==> config.mk <==
export PLATFORM = sky130hd
export DESIGN_NAME = ssht_ram
export DESIGN_NICKNAME = d
export VERILOG_FILES = /design/src/sv/ssht_ram.sv
export SDC_FILE = /design/constraint.sdc
export NUM_CORES = 1
export LEC_CHECK = 0
export ABC_CLOCK_PERIOD_IN_PS = 5300
export BUFFER_PORTS_ARGS = -buffer_cell sky130_fd_sc_hd__buf_2
export CAP_MARGIN = 20
export CORE_ASPECT_RATIO = 1.4
export CORE_MARGIN = 8
export CORE_UTILIZATION = 65
export DETAILED_ROUTE_END_ITERATION = 6
export GPL_TIMING_DRIVEN = 0
export MAX_ROUTING_LAYER = met4
export PLACE_DENSITY = 0.84
export SLEW_MARGIN = 5
export SYNTH_ARGS = -nofsm -noshare
export SYNTH_HDL_FRONTEND = slang
export SYNTH_SLANG_ARGS = --single-unit
==> constraint.sdc <==
create_clock -name clk -period 5.3 [get_ports clk]
set_input_delay 0.53 -clock clk [delete_from_list [all_inputs] [get_ports clk]]
set_output_delay 0.53 -clock clk [all_outputs]
set_load 0.01 [all_outputs]
==> src/sv/ssht_ram.sv <==
// ----------------------------------------------------------------------------
// ssht_ram
// Simple dual-port synchronous RAM, one write and one registered read port.
// ----------------------------------------------------------------------------
module ssht_ram #(
  parameter int WIDTH = 8,
  parameter int DEPTH = 16
) (
  input  logic                     clk,
  input  logic                     we,
  input  logic [$clog2(DEPTH)-1:0] waddr,
  input  logic [WIDTH-1:0]         wdata,
  input  logic [$clog2(DEPTH)-1:0] raddr,
  output logic [WIDTH-1:0]         rdata
);

  logic [WIDTH-1:0] mem [DEPTH];

  always_ff @(posedge clk) begin
    if (we) begin
      mem[waddr] <= wdata;
    end
    rdata <= mem[raddr];
  end

endmodule

==> run summary, run 1 <==
The detailed route wirelength on metal2 is 5690 µm. The capturing element type of the critical path is a flip-flop. The number of buffers inserted by hold repair at cts is 0, and the net total in the final layout is 294. The height of the die came out at 121 µm. The tools report the launch instance of the worst register-to-register path as mem[2][3]. The number of sinks handled by clock tree synthesis came out at 136. The worst path needs 1.65 ns of the cycle, external delays included. The final count of pins violating max slew was 0. In the synthesized netlist the dominant register cell turns out to be edfxtp_1. After Yosys synthesis, full adders, half adders and majority gates account for 0% of the synthesized area.

After layout, the worst path uses 31.2% of the clock period. Adding up every negative setup slack in the final design gives 0 ns. The detail route stage leaves a number of antenna-violating nets equal to 0.

Before antenna repair, the detailed router went through 4 iterations. Post-CTS timing repair inserted 0 buffers for setup. The total number of vias came out at 2508. The critical path startpoint is waddr[3]. After synthesis the netlist holds a flip-flop and latch count of 136. The effective utilization at floorplan is 66.8%, and the number of max-cap violations is 0. Wire segments on met3 add up to 866 µm in the final route. The die is 91.2 µm wide. The share of the synthesized netlist area taken by xor and xnor gates was 0%. The final worst clock skew was 0.0120 ns; the final routed DRC violation total was 0. Setup repair after global routing left no endpoint under its margin. The logs give 0 for the initial antenna violation count and 19 for the count of cell types in the netlist.

The number of global-route vias before repair is 2584. The cell taking the most area after synthesis is edfxtp_1. Of the post-synthesis cell area, the part taken by muxes is 15.0%. The number of resized instances in the post-cts repair step was 0. Counting flops with a built-in enable in the synthesized netlist gives 128. The run gives 1.88 ns as the arrival time at the worst endpoint. The hold violation total from the final report was 0; the number of cell instances on the worst register-to-register path was 3. The logs give 388 for the non-filler instance count after layout and 17 for the number of buffers added by the clock tree synthesis step. The initialized floorplan defines 38 standard-cell rows. The number of instances on the worst hold path works out to 1. Global routing finished with a remaining overflow of 0. The tools report the global-route wire length before repair as 15800 µm.

The maximum operating frequency was 605 MHz. Ranked by instance count, the synthesized netlist is headed by edfxtp_1 (128), mux4_2 (18), a22oi_1 (16), mux4_1 (14), nor2_1 (13). Entering global routing, the biggest net connects 17 pins.

The detailed-route wire length per cell works out to 27.6 µm. Global routing consumed, over all layers together, 21.4% of the routing resources. By area the synthesized netlist is led by edfxtp_1 (75%), mux4_2 (7.9%), mux4_1 (7.1%), dfxtp_1 (3.1%), a22oi_1 (2.3%). Wires add up to 10700 µm. The number of setup violations in the final report is 0, and the CTS clock-pin slew for the worst setup and hold paths is 0.06 ns. In this run the worst hold path is classified as input pin to flip-flop. After the first detailed-routing iteration, the DRC count stood at 351.

The slew at the pin closest to its max-slew limit is 0.887 ns. In this run the tightest slew margin relative to its limit is 40.4%. The tools report the sequential element share of the synthesized area as 77.8%. The post-route netlist has 28.8% of its cells at a drive strength greater than 1. Of all nets on the critical path, the largest fanout is 6.

The kind of launch point of the worst setup path was an input pin. For the worst setup path, the data required time is 5.53 ns. CTS root buffer: clkbuf_8. The power per cell area came out at 408 mW/mm². TritonCTS built the clock tree. The number of nets in the synthesized netlist is 247.

Worst-case register-to-register setup slack: 3.82 ns. By startpoint and endpoint, the worst setup path is classified as input pin to flip-flop. The fraction of the mapped netlist area in compound gates is 2.33%, and the worst hold slack is 0.417 ns. The most used standard cell by instance count after synthesis was edfxtp_1.

During I/O placement, the number of pins put on the boundary was 26. The mean cell area of the mapped netlist is 22.5 µm², and the largest voltage drop on the vdd net is 0.329 mV. The flow ran to the end, and the final reports show no timing, DRC or antenna violations. The area share of the largest cell type after synthesis is 74.7%, and the number of antenna diodes is 0.

Summing every instance area after synthesis gives 0.00515 mm². The highest routed metal layer was met4. The share of synthesized cell area in and, or, nand and nor gates works out to 3.18%.

The floorplan step defined a core boundary enclosing 0.00770 mm². Synthesis produced 229 cells. By area, the combinational part of the netlist is dominated by multiplexers.

The count of buffers added on input and output ports is 24. Counting the fill cells in the layout gives 411. Average via count per standard cell: 6.46. Relative to the synthesized area, the layout overhead comes to 16.0%. After detailed routing, the wire length on met1 is 3920 µm. Detailed placement ended at an HPWL of 6410 µm. The die covers 0.0111 mm².

Hold path startpoint: wdata[5]. The Yosys step of the flow raised 0 warnings. Clock latency on the worst-skew pair, taken at its later pin, is 0.52 ns. The fraction of synthesis flops using an asynchronous set or reset pin works out to 0%.

Counting along the longest clock path gives a buffer depth of 2. At the end of routability-driven placement, the weighted congestion stood at 0.840. The logs give 4 for the CTS H-tree depth and 2.03 nW for the total leakage power. Counting tap cells, the placed design contains a total of 357 instances.
critical path, cell delays in order:
cell      delay, ns
buf_2          0.11
nand3b_1       0.23
nor3_1         0.72
buf_2          0.29
path summary, 6_finish.rpt:
check	endpoint
max	mem[4][5]
min reg2reg	rdata[3]
min	mem[15][5]
max reg2reg	rdata[3]
per-layer routing:
layer / up-vias / GRT usage (%)
li1: 1066 / -
met1: 1284 / 24.1
met2: 141 / 34.8
met3: 17 / 6.13
met4: 0 / 9.87
met5: - / -
metrics by stage:
step / area (µm²) / setup WS [ns] / total power, mW / utilization (%)
CTS: 5970 / 3.65 / 2.45 / 77.6
floorplan: 5150 / 3.28 / 1.29 / -
global route: 5970 / 3.57 / 2.51 / 77.6
detailed placement: 5420 / 3.09 / 1.35 / 70.3
finish: 5970 / 3.65 / 2.43 / 77.6
global placement: 5390 / 2.76 / 1.34 / 70.0
state kept, by name, indices dropped and copies added, names as in the netlist:
register  cells
mem         128
rdata         8
power breakdown:
group          internal (mW)  switching (mW)  leakage, nW
Sequential              1.20         0.00773         1.22
Combinational         0.0483          0.0712        0.537
Clock                  0.703           0.401        0.274
cells in the final DEF (no fill, tap or decap), drive strengths merged:
master,n
edfxtp,128
buf,35
mux4,32
clkbuf,19
a22oi,16
nor2,13
nand2,9
dfxtp,8
clkinv,8
nor3,4
clkdlybuf4s25,3
bufinv,3
nand3b,2
nand2b,2
nor2b,1
and2,1
and2b,1
nand3,1
or3b,1
clkinvlp,1
final cells by class:
class	count	area [µm²]	share of cell area, %
plain buffers	10	86.3	1.45
clock buffers	19	422	7.06
clock inverters	12	134	2.24
multi-input cells	83	1060	17.7
flip-flops and latches	136	4000	67.0
well taps	100	125	2.09
repair buffers	28	145	2.43
cell families after synthesis:
group,Yosys count
DFF,136
and+or+nand+nor,35
muxes,32
AOI/OAI and AO/OA,16
buffers and inverters,10
Power figures use the tool's default switching activity.
==> run 2: changes to the inputs <==
--- a/config.mk
+++ b/config.mk
@@ -5,16 +5,17 @@
 export SDC_FILE = /design/constraint.sdc
 export NUM_CORES = 1
 export LEC_CHECK = 0
-export ABC_CLOCK_PERIOD_IN_PS = 5300
+export ABC_AREA = 1
+export ABC_CLOCK_PERIOD_IN_PS = 1400
 export BUFFER_PORTS_ARGS = -buffer_cell sky130_fd_sc_hd__buf_2
 export CAP_MARGIN = 20
 export CORE_ASPECT_RATIO = 1.4
 export CORE_MARGIN = 8
-export CORE_UTILIZATION = 65
+export CORE_UTILIZATION = 55
 export DETAILED_ROUTE_END_ITERATION = 6
 export GPL_TIMING_DRIVEN = 0
 export MAX_ROUTING_LAYER = met4
-export PLACE_DENSITY = 0.84
+export PLACE_DENSITY = 0.75
 export SLEW_MARGIN = 5
 export SYNTH_ARGS = -nofsm -noshare
 export SYNTH_HDL_FRONTEND = slang
==> constraint.sdc (replaced) <==
create_clock -name clk -period 1.4 [get_ports clk]
set_input_delay 0.14 -clock clk [delete_from_list [all_inputs] [get_ports clk]]
set_output_delay 0.14 -clock clk [all_outputs]
set_load 0.01 [all_outputs]
==> run 2 against run 1 <==
Critical path depth down 1. Design area up 11%. Clock power rose to 4.1 times the previous value. Sequential power rose to 3.8 times the previous value. Wire length up 30%. Flip-flop and latch count unchanged. Register-to-register slack worse by 3.4 ns. Area after synthesis up 12%. Setup slack worse by 3.5 ns. Synthesized cell count up 140%. Worst hold slack worse by 0.29 ns.
==> run summary, run 2 <==
Net total in the final layout: 610 (+110%). The total half-perimeter wirelength after legalization and detailed placement was 9110 µm (+42%). For the total nets after synthesis, the log shows 569 (+130%). On the critical path, the stage with the largest delay is an instance of nor2_1. By area, the combinational part of the netlist is dominated by simple AND/OR/NAND/NOR gates. The logs give 12 (-7) for the count of cell types in the netlist and 136 (unchanged) for the number of sinks handled by clock tree synthesis.

The hold violation total from the final report is 0 (unchanged), and the final worst clock skew is 0.00529 ns (-0.00674 ns). For the iteration count of the initial detailed-routing pass, the log shows 5 (+1). Sorting the synthesized cells by area gives the leading types as edfxtp_1 (67%), nand2_1 (11%), nand3_1 (8.4%), inv_1 (6.5%), dfxtp_1 (2.8%).

The sequential element share of the synthesized area is 69.4% (-8.4 points), and the number of filler instances in the final layout is 825 (+100%). In the finished design, the share of the clock period the worst path needs comes to 86.7%. Number of setup violations in the final report: 0 (unchanged). The number of max-cap violations was 0 (unchanged); the worst path buffer plus inverter count was 1 (-1). The area growth from synthesis to layout is 15.3%. The die outline width works out to 103 µm (+12%). The fraction of synthesis flops using an asynchronous set or reset pin is 0% (unchanged). The flow ran to the end, and the final reports show no timing, DRC or antenna violations.

The cell row count was 44 (+16%). Static timing analysis puts the maximum clock frequency at 824 MHz. The dominant register cell in the synthesized netlist is edfxtp_1. The proportion of layout cells with a drive suffix above 1 is 12.7% (-16 points). The number of buffers inserted by hold repair at cts is 0 (unchanged).

The height of the die is 137 µm (+13%). The tools report the final routed DRC violation total as 0 (unchanged). The arrival time at the worst endpoint is 1.25 ns (-0.63 ns).

By count the netlist is led by nand2_1 (173), edfxtp_1 (128), inv_1 (100), nand3_1 (97), nor2_1 (17). The pin count of the biggest net entering global routing came out at 17 (unchanged). The worst hold path belongs to the class input pin to flip-flop.

The arithmetic-cell share of the synthesized area counting full adders, half adders and majority gates was 0% (unchanged). The fraction of the mapped netlist area in compound gates was 0% (-2.3 points); the clock period minus worst slack was 1.21 ns. The cell area after synthesis is 0.00577 mm² (+12%), and the clock network latency to the later pin of the worst-skew pair is 0.42 ns (-0.10 ns).

The effective utilization at floorplan is 56.0% (-11 points), and the largest voltage drop on the vdd net is 1.45 mV (+340%). The most used standard cell by instance count after synthesis is nand2_1. The utilization after layout is 64.6% (-13 points), and the residual overflow from global routing is 0 (unchanged). The power per cell area was 1460 mW/mm² (+260%). For the total leakage power, the log shows 2.89 nW (+42%). In the layout the commonest cells are nand2_1 (173), edfxtp_1 (128), inv_1 (100).

The kind of launch point of the worst setup path is an input pin. The worst stage delay on the critical path came out at 0.76 ns (+0.04 ns). The initial antenna violation count was 0 (unchanged); the final total power was 9.69 mW (+300%).

Deepest clock path buffer count: 2 (unchanged). The area of the die is 0.0141 mm² (+27%), and the CTS H-tree depth is 4 (unchanged). The tools report the capturing element type of the critical path as a flip-flop. The average via count per standard cell works out to 5.27 (-18%). The number of buffers added by the clock tree synthesis step is 17 (unchanged).

The largest registers in the layout are mem x128, rdata x8. The number of antenna diodes was 0 (unchanged). Walking the worst path, the cells encountered are buf_2, nand3b_1, nor2_1. The top fanout value on the critical path works out to 8 (+2). The number of standard cells after synthesis is 551 (+140%).

The data required time at the worst endpoint was 1.44 ns (-4.09 ns). TritonCTS built the clock tree. The slew at the pin closest to its max-slew limit is 0.957 ns (+0.0704 ns).

The total detailed-routing wirelength is 13900 µm (+30%). The share of synthesized cell area in and, or, nand and nor gates is 21.0% (+18 points). The total number of vias was 3915 (+56%). The root buffer cell chosen for the clock tree is clkbuf_16. Total of buffers placed on input and output ports: 22 (-8.3%). Count of flip-flops with a built-in enable after synthesis: 128 (unchanged). The remaining number of nets flagged by the antenna check after routing is 0 (unchanged). The CTS clock-pin slew for the worst setup and hold paths came out at 0.06 ns (about the same). The share of the synthesized netlist area taken by xor and xnor gates was 0% (unchanged). The worst slew margin relative to its limit was 35.9% (-4.5 points); the total global-route track usage was 22.4% (+0.99 points).

Multiplexer share of the synthesized area: 0% (-15 points). Counting flops per register, the top entry is mem. The number of resized instances in the post-cts repair step came out at 0 (unchanged). The type of the setup path with the least slack is input pin to flip-flop. In this design, the largest share of critical-path delay is due to simple AND/OR/NAND/NOR gates. The final weighted congestion of routability-driven global placement was 0.909 (+8.2%).

The number of flip-flops in the largest register came out at 128 (unchanged). The global-route wire length before repair is 21800 µm (+38%), and the mean cell area of the mapped netlist is 10.5 µm² (-53%). The tools report the number of global-route vias before repair as 3955 (+53%). For the count of synthesis-stage warnings from yosys, the log shows 0 (unchanged). The number of top-level design ports was 26 (unchanged); the final count of pins violating max slew was 0 (unchanged). The floorplan core area was 0.0103 mm² (+34%); the detailed-route wire length per cell was 18.7 µm (-32%). Setup repair after global routing left no endpoint under its margin. The detailed router's first-iteration violation count is 319 (-9.1%). Of all cell types, the one taking the most synthesized area is edfxtp_1.

The commonest non-fill, non-tap cell in the layout is nand2_1. The total setup buffers inserted after CTS came out at 0 (unchanged). The number of storage elements in the synthesis netlist was 136 (unchanged).

The area share of the largest cell type after synthesis works out to 66.7% (-8.0 points).
[run 2: cell types whose count changed after synthesis, sizes merged, moves of 2 or more]
cell / previous run / this run
nand2: 9 / 173
inv: 0 / 102
nor3: 4 / 0
a22oi: 16 / 0
buf: 7 / 24
clkdlybuf4s25: 3 / 0
nand3: 1 / 97
nand2b: 2 / 0
nor2: 13 / 17
mux4: 32 / 0
[run 2: worst paths after layout]
check	endpoint	slack, ns	depth (start not counted)	startpoint
min	mem[14][6]	0.13	1	wdata[6]
min reg2reg	rdata[4]	0.69	6	mem[13][4]
max	mem[6][1]	0.19	3	waddr[3]
max reg2reg	rdata[0]	0.37	6	mem[2][0]
[run 2: cell families after synthesis]
| group | after synthesis |
|---|---|
| flip-flops | 136 |
| AND/OR/NAND/NOR | 289 |
| buffers and inverters | 126 |
[run 2: final cells by class]
class / count / area (µm²) / area share, %
Clock buffer: 17 / 425 / 6.40
Inverter: 102 / 383 / 5.76
Multi-Input combinational cell: 289 / 1210 / 18.2
Clock inverter: 15 / 176 / 2.65
Timing Repair Buffer: 22 / 110 / 1.66
Sequential cell: 136 / 4000 / 60.2
Tap cell: 138 / 173 / 2.60
Buffer: 24 / 166 / 2.50
[run 2: per-stage QoR]
| stage | instance area [µm²] | hold WS, ns | setup WS (ns) | TNS, ns | std cells |
|---|---|---|---|---|---|
| 2_1_floorplan | 5770 | 0.239 | 0.309 | 0 | 551 |
| 3_3_place_gp | 6050 | 0.538 | -0.198 | -9.66 | 711 |
| 3_5_place_dp | 6050 | 0.536 | -0.249 | -13.83 | 711 |
| 4_1_cts | 6650 | 0.125 | 0.193 | 0 | 743 |
| 5_1_grt | 6650 | 0.128 | 0.137 | 0 | 743 |
| 6_report | 6650 | 0.131 | 0.186 | 0 | 743 |
[run 2: power breakdown]
part,internal [mW],total [mW],switching (mW),leakage (nW)
sequential,4.55,4.58,0.0236,1.22
combinational,0.175,0.594,0.419,1.39
clock,2.80,4.52,1.72,0.281
[run 2: per-layer routing]
layer  track usage (%)  part of all wire, %  vias up
li1                  -                    -     1858
met1              26.2                   41     1891
met4              11.7                  3.6        0
met3              4.38                  5.5       25
met2              35.7                   50      141
met5                 -                    0        -
==> run 3: changes to the inputs <==
--- a/config.mk
+++ b/config.mk
@@ -13,7 +13,6 @@
 export CORE_MARGIN = 8
 export CORE_UTILIZATION = 55
 export DETAILED_ROUTE_END_ITERATION = 6
-export GPL_TIMING_DRIVEN = 0
 export MAX_ROUTING_LAYER = met4
 export PLACE_DENSITY = 0.75
 export SLEW_MARGIN = 5
==> run 3 against run 2 <==
Via count shrank 0.64%. Worst hold slack worse by 0.036 ns. Setup slack improved by 0.15 ns. Critical path type is now flip-flop to primary output. Largest cell class unchanged.
==> run summary, run 3 (synthesis results as in run 2) <==
The cell total after placement is 714 (+0.42%). The top cell types in the final layout, fill and taps aside, are nand2_1 (173), edfxtp_1 (128), inv_1 (100). The logs give 20400 µm (-6.6%) for the global-route wire length before repair and 3971 (+0.40%) for the number of global-route vias before repair. The total half-perimeter wirelength after legalization and detailed placement was 8280 µm (-9.1%); the hold violation total from the final report was 0 (unchanged). The largest individual stage delay along the critical path comes from the cell dfxtp_1. The number of top-level design ports is 26 (unchanged), and the final weighted congestion of routability-driven global placement is 0.901 (-0.86%). By startpoint and endpoint, the worst setup path is classified as flip-flop to primary output.

The deepest clock path buffer count was 2 (unchanged); the largest voltage drop on the vdd net was 1.23 mV (-15%). The final count of pins violating max slew was 0 (unchanged). The run gives 746 (+0.40%) as the non-filler instance count after layout. The tools report the residual overflow from global routing as 0 (unchanged).

Hold path startpoint: raddr[3]. The min-delay analysis places its worst path in the category input pin to flip-flop. The run gives 3890 (-0.64%) as the total number of vias. Setup repair after global routing left no endpoint under its margin. The net total in the final layout came out at 613 (+0.49%). In the final layout, the registers with the most flip-flops are mem x128, rdata x8. The critical path startpoint was rdata[2].

For the number of sinks handled by clock tree synthesis, the log shows 136 (unchanged). The global routing met3 resource utilization was 4.28% (-0.10 points). The most crowded layer after global routing is met2. The logs give 0 (unchanged) for the number of max-cap violations and 0 (unchanged) for the number of buffers inserted by hold repair at cts. The power per cell area came out at 1440 mW/mm² (-1.1%). Met2 layer usage reported by global route: 34.3% (-1.5 points). The logs give 0 (unchanged) for the remaining number of nets flagged by the antenna check after routing and 0.37 ns (about the same) for the worst-case register-to-register setup slack. The slew at the pin closest to its max-slew limit is 0.419 ns (-0.538 ns). In this run the critical register-to-register path is launched from mem[6][0].

The signal on the critical path passes through buf_2. The clock period minus worst slack came out at 1.06 ns (-0.151 ns). The detailed router's first-iteration violation count is 354 (+11%).

The top fanout value on the critical path works out to 1 (-7). The tools report the number of setup violations in the final report as 0 (unchanged). The worst setup path is launched from a flip-flop. CTS H-tree depth: 4 (unchanged). Area of combinational cells with multiple inputs: 0.00121 mm² (unchanged). In this run the critical register-to-register path is captured at rdata[0]. The detailed-route wire length per cell was 17.5 µm (-6.9%). The fraction of met1 tracks used by global routing was 22.8% (-3.4 points); the total negative setup slack was 0 ns (unchanged). The average via count per standard cell was 5.21 (-1.0%).

The run finished with clean final reports. The pin count of the biggest net entering global routing is 37 (+20). The tools report the end point of the worst hold path as rdata[7].

The proportion of layout cells with a drive suffix above 1 was 13.3% (+0.60 points). The number of buffers added by the clock tree synthesis step is 17 (unchanged), and the number of cell instances on the worst register-to-register path is 6 (unchanged). The logs give 0.00754 ns (+0.00225 ns) for the final worst clock skew and 0 (unchanged) for the final routed DRC violation total. The number of resized instances in the post-cts repair step was 0 (unchanged). Among cell families on the critical path, the largest total delay comes from flip-flops.

TritonCTS built the clock tree. The worst slew margin relative to its limit is 72.1% (+36 points). The tools report the capturing element type of the critical path as a primary output. CTS root buffer: clkbuf_16. The die outline width came out at 103 µm (unchanged).

The portion of the clock cycle consumed by the worst path in the final layout works out to 76.0% (-11 points). Total leakage power: 2.96 nW (+2.2%). The number of instances on the worst hold path was 3 (+2); the register area was 0.00400 mm² (unchanged). The worst stage delay on the critical path was 0.36 ns (-0.40 ns).

For the total setup buffers inserted after CTS, the log shows 0 (unchanged). The run gives 0.92 ns (-0.33 ns) as the arrival time at the worst endpoint. The maximum operating frequency is 940 MHz (+14%), and the number of filler instances in the final layout is 799 (-3.2%). The total global-route track usage is 20.9% (-1.5 points), and the CTS clock-pin slew for the worst setup and hold paths is 0.05 ns (about the same). The number of flip-flops in the largest register works out to 128 (unchanged). Worst path buffer plus inverter count: 1 (unchanged).

The number of antenna diodes is 0 (unchanged). The total of buffers placed on input and output ports is 25 (+14%). The height of the die was 137 µm (unchanged); the area of the die was 0.0141 mm² (unchanged). The run gives 44 (unchanged) as the cell row count. The tools report the effective utilization at floorplan as 56.0% (unchanged). For the clock network latency to the later pin of the worst-skew pair, the log shows 0.42 ns (about the same). The instance count on the critical path works out to 1 (-2). Counting flops per register, the top entry is mem.

For the iteration count of the initial detailed-routing pass, the log shows 5 (unchanged). Total detailed-routing wirelength: 13000 µm (-6.5%). Relative to the synthesized area, the layout overhead comes to 16.9%.

The logs give 0 (unchanged) for the initial antenna violation count and 1.26 ns (-0.18 ns) for the data required time at the worst endpoint. Leaving out fill and tap cells, the most frequent cell in the layout is nand2_1. Floorplan core area: 0.0103 mm² (unchanged).
run 3: per-layer routing:
layer / part of all wire, % / up-vias / routed length (µm)
met5: 0 / - / 0
met4: 3.8 / 0 / 501
met3: 5.3 / 31 / 689
met2: 52 / 148 / 6820
met1: 39 / 1848 / 5020
li1: - / 1863 / -
run 3: final cells by class:
| class | count | share of cell area (%) |
|---|---|---|
| clock inverter | 14 | 2.69 |
| sequential | 136 | 59.4 |
| timing repair buffer | 49 | 5.27 |
| inverter | 102 | 5.68 |
| tap | 138 | 2.56 |
| multi-input combinational | 289 | 18.0 |
| clock buffer | 18 | 6.37 |
run 3: where the power goes:
| part | internal, mW | switching (mW) | total [mW] |
|---|---|---|---|
| Clock | 2.95 | 1.60 | 4.55 |
| Combinational | 0.179 | 0.397 | 0.576 |
| Sequential | 4.55 | 0.0347 | 4.59 |
run 3: worst max path at each step:
stage	endpoint	slack, ns
6_report	rdata[2]	0.34
5_1_grt	rdata[0]	0.29
4_1_cts	rdata[5]	0.31
3_5_place_dp	rdata[0]	0.19
3_3_place_gp	rdata[0]	0.19
2_1_floorplan	mem[10][0]	0.31
run 3: through the flow:
| step | utilization (%) | hold WS, ns | setup slack [ns] | cell area [µm²] | total power [mW] |
|---|---|---|---|---|---|
| 6_report | 65.5 | 0.0953 | 0.336 | 6740 | 9.72 |
| 5_1_grt | 65.5 | 0.107 | 0.290 | 6740 | 9.98 |
| 4_1_cts | 65.5 | 0.0818 | 0.311 | 6740 | 9.76 |
| 3_5_place_dp | 59.5 | 0.510 | 0.194 | 6130 | 5.25 |
| 3_3_place_gp | 59.5 | 0.505 | 0.193 | 6130 | 5.23 |
| 2_1_floorplan | - | 0.239 | 0.309 | 5770 | 4.99 |
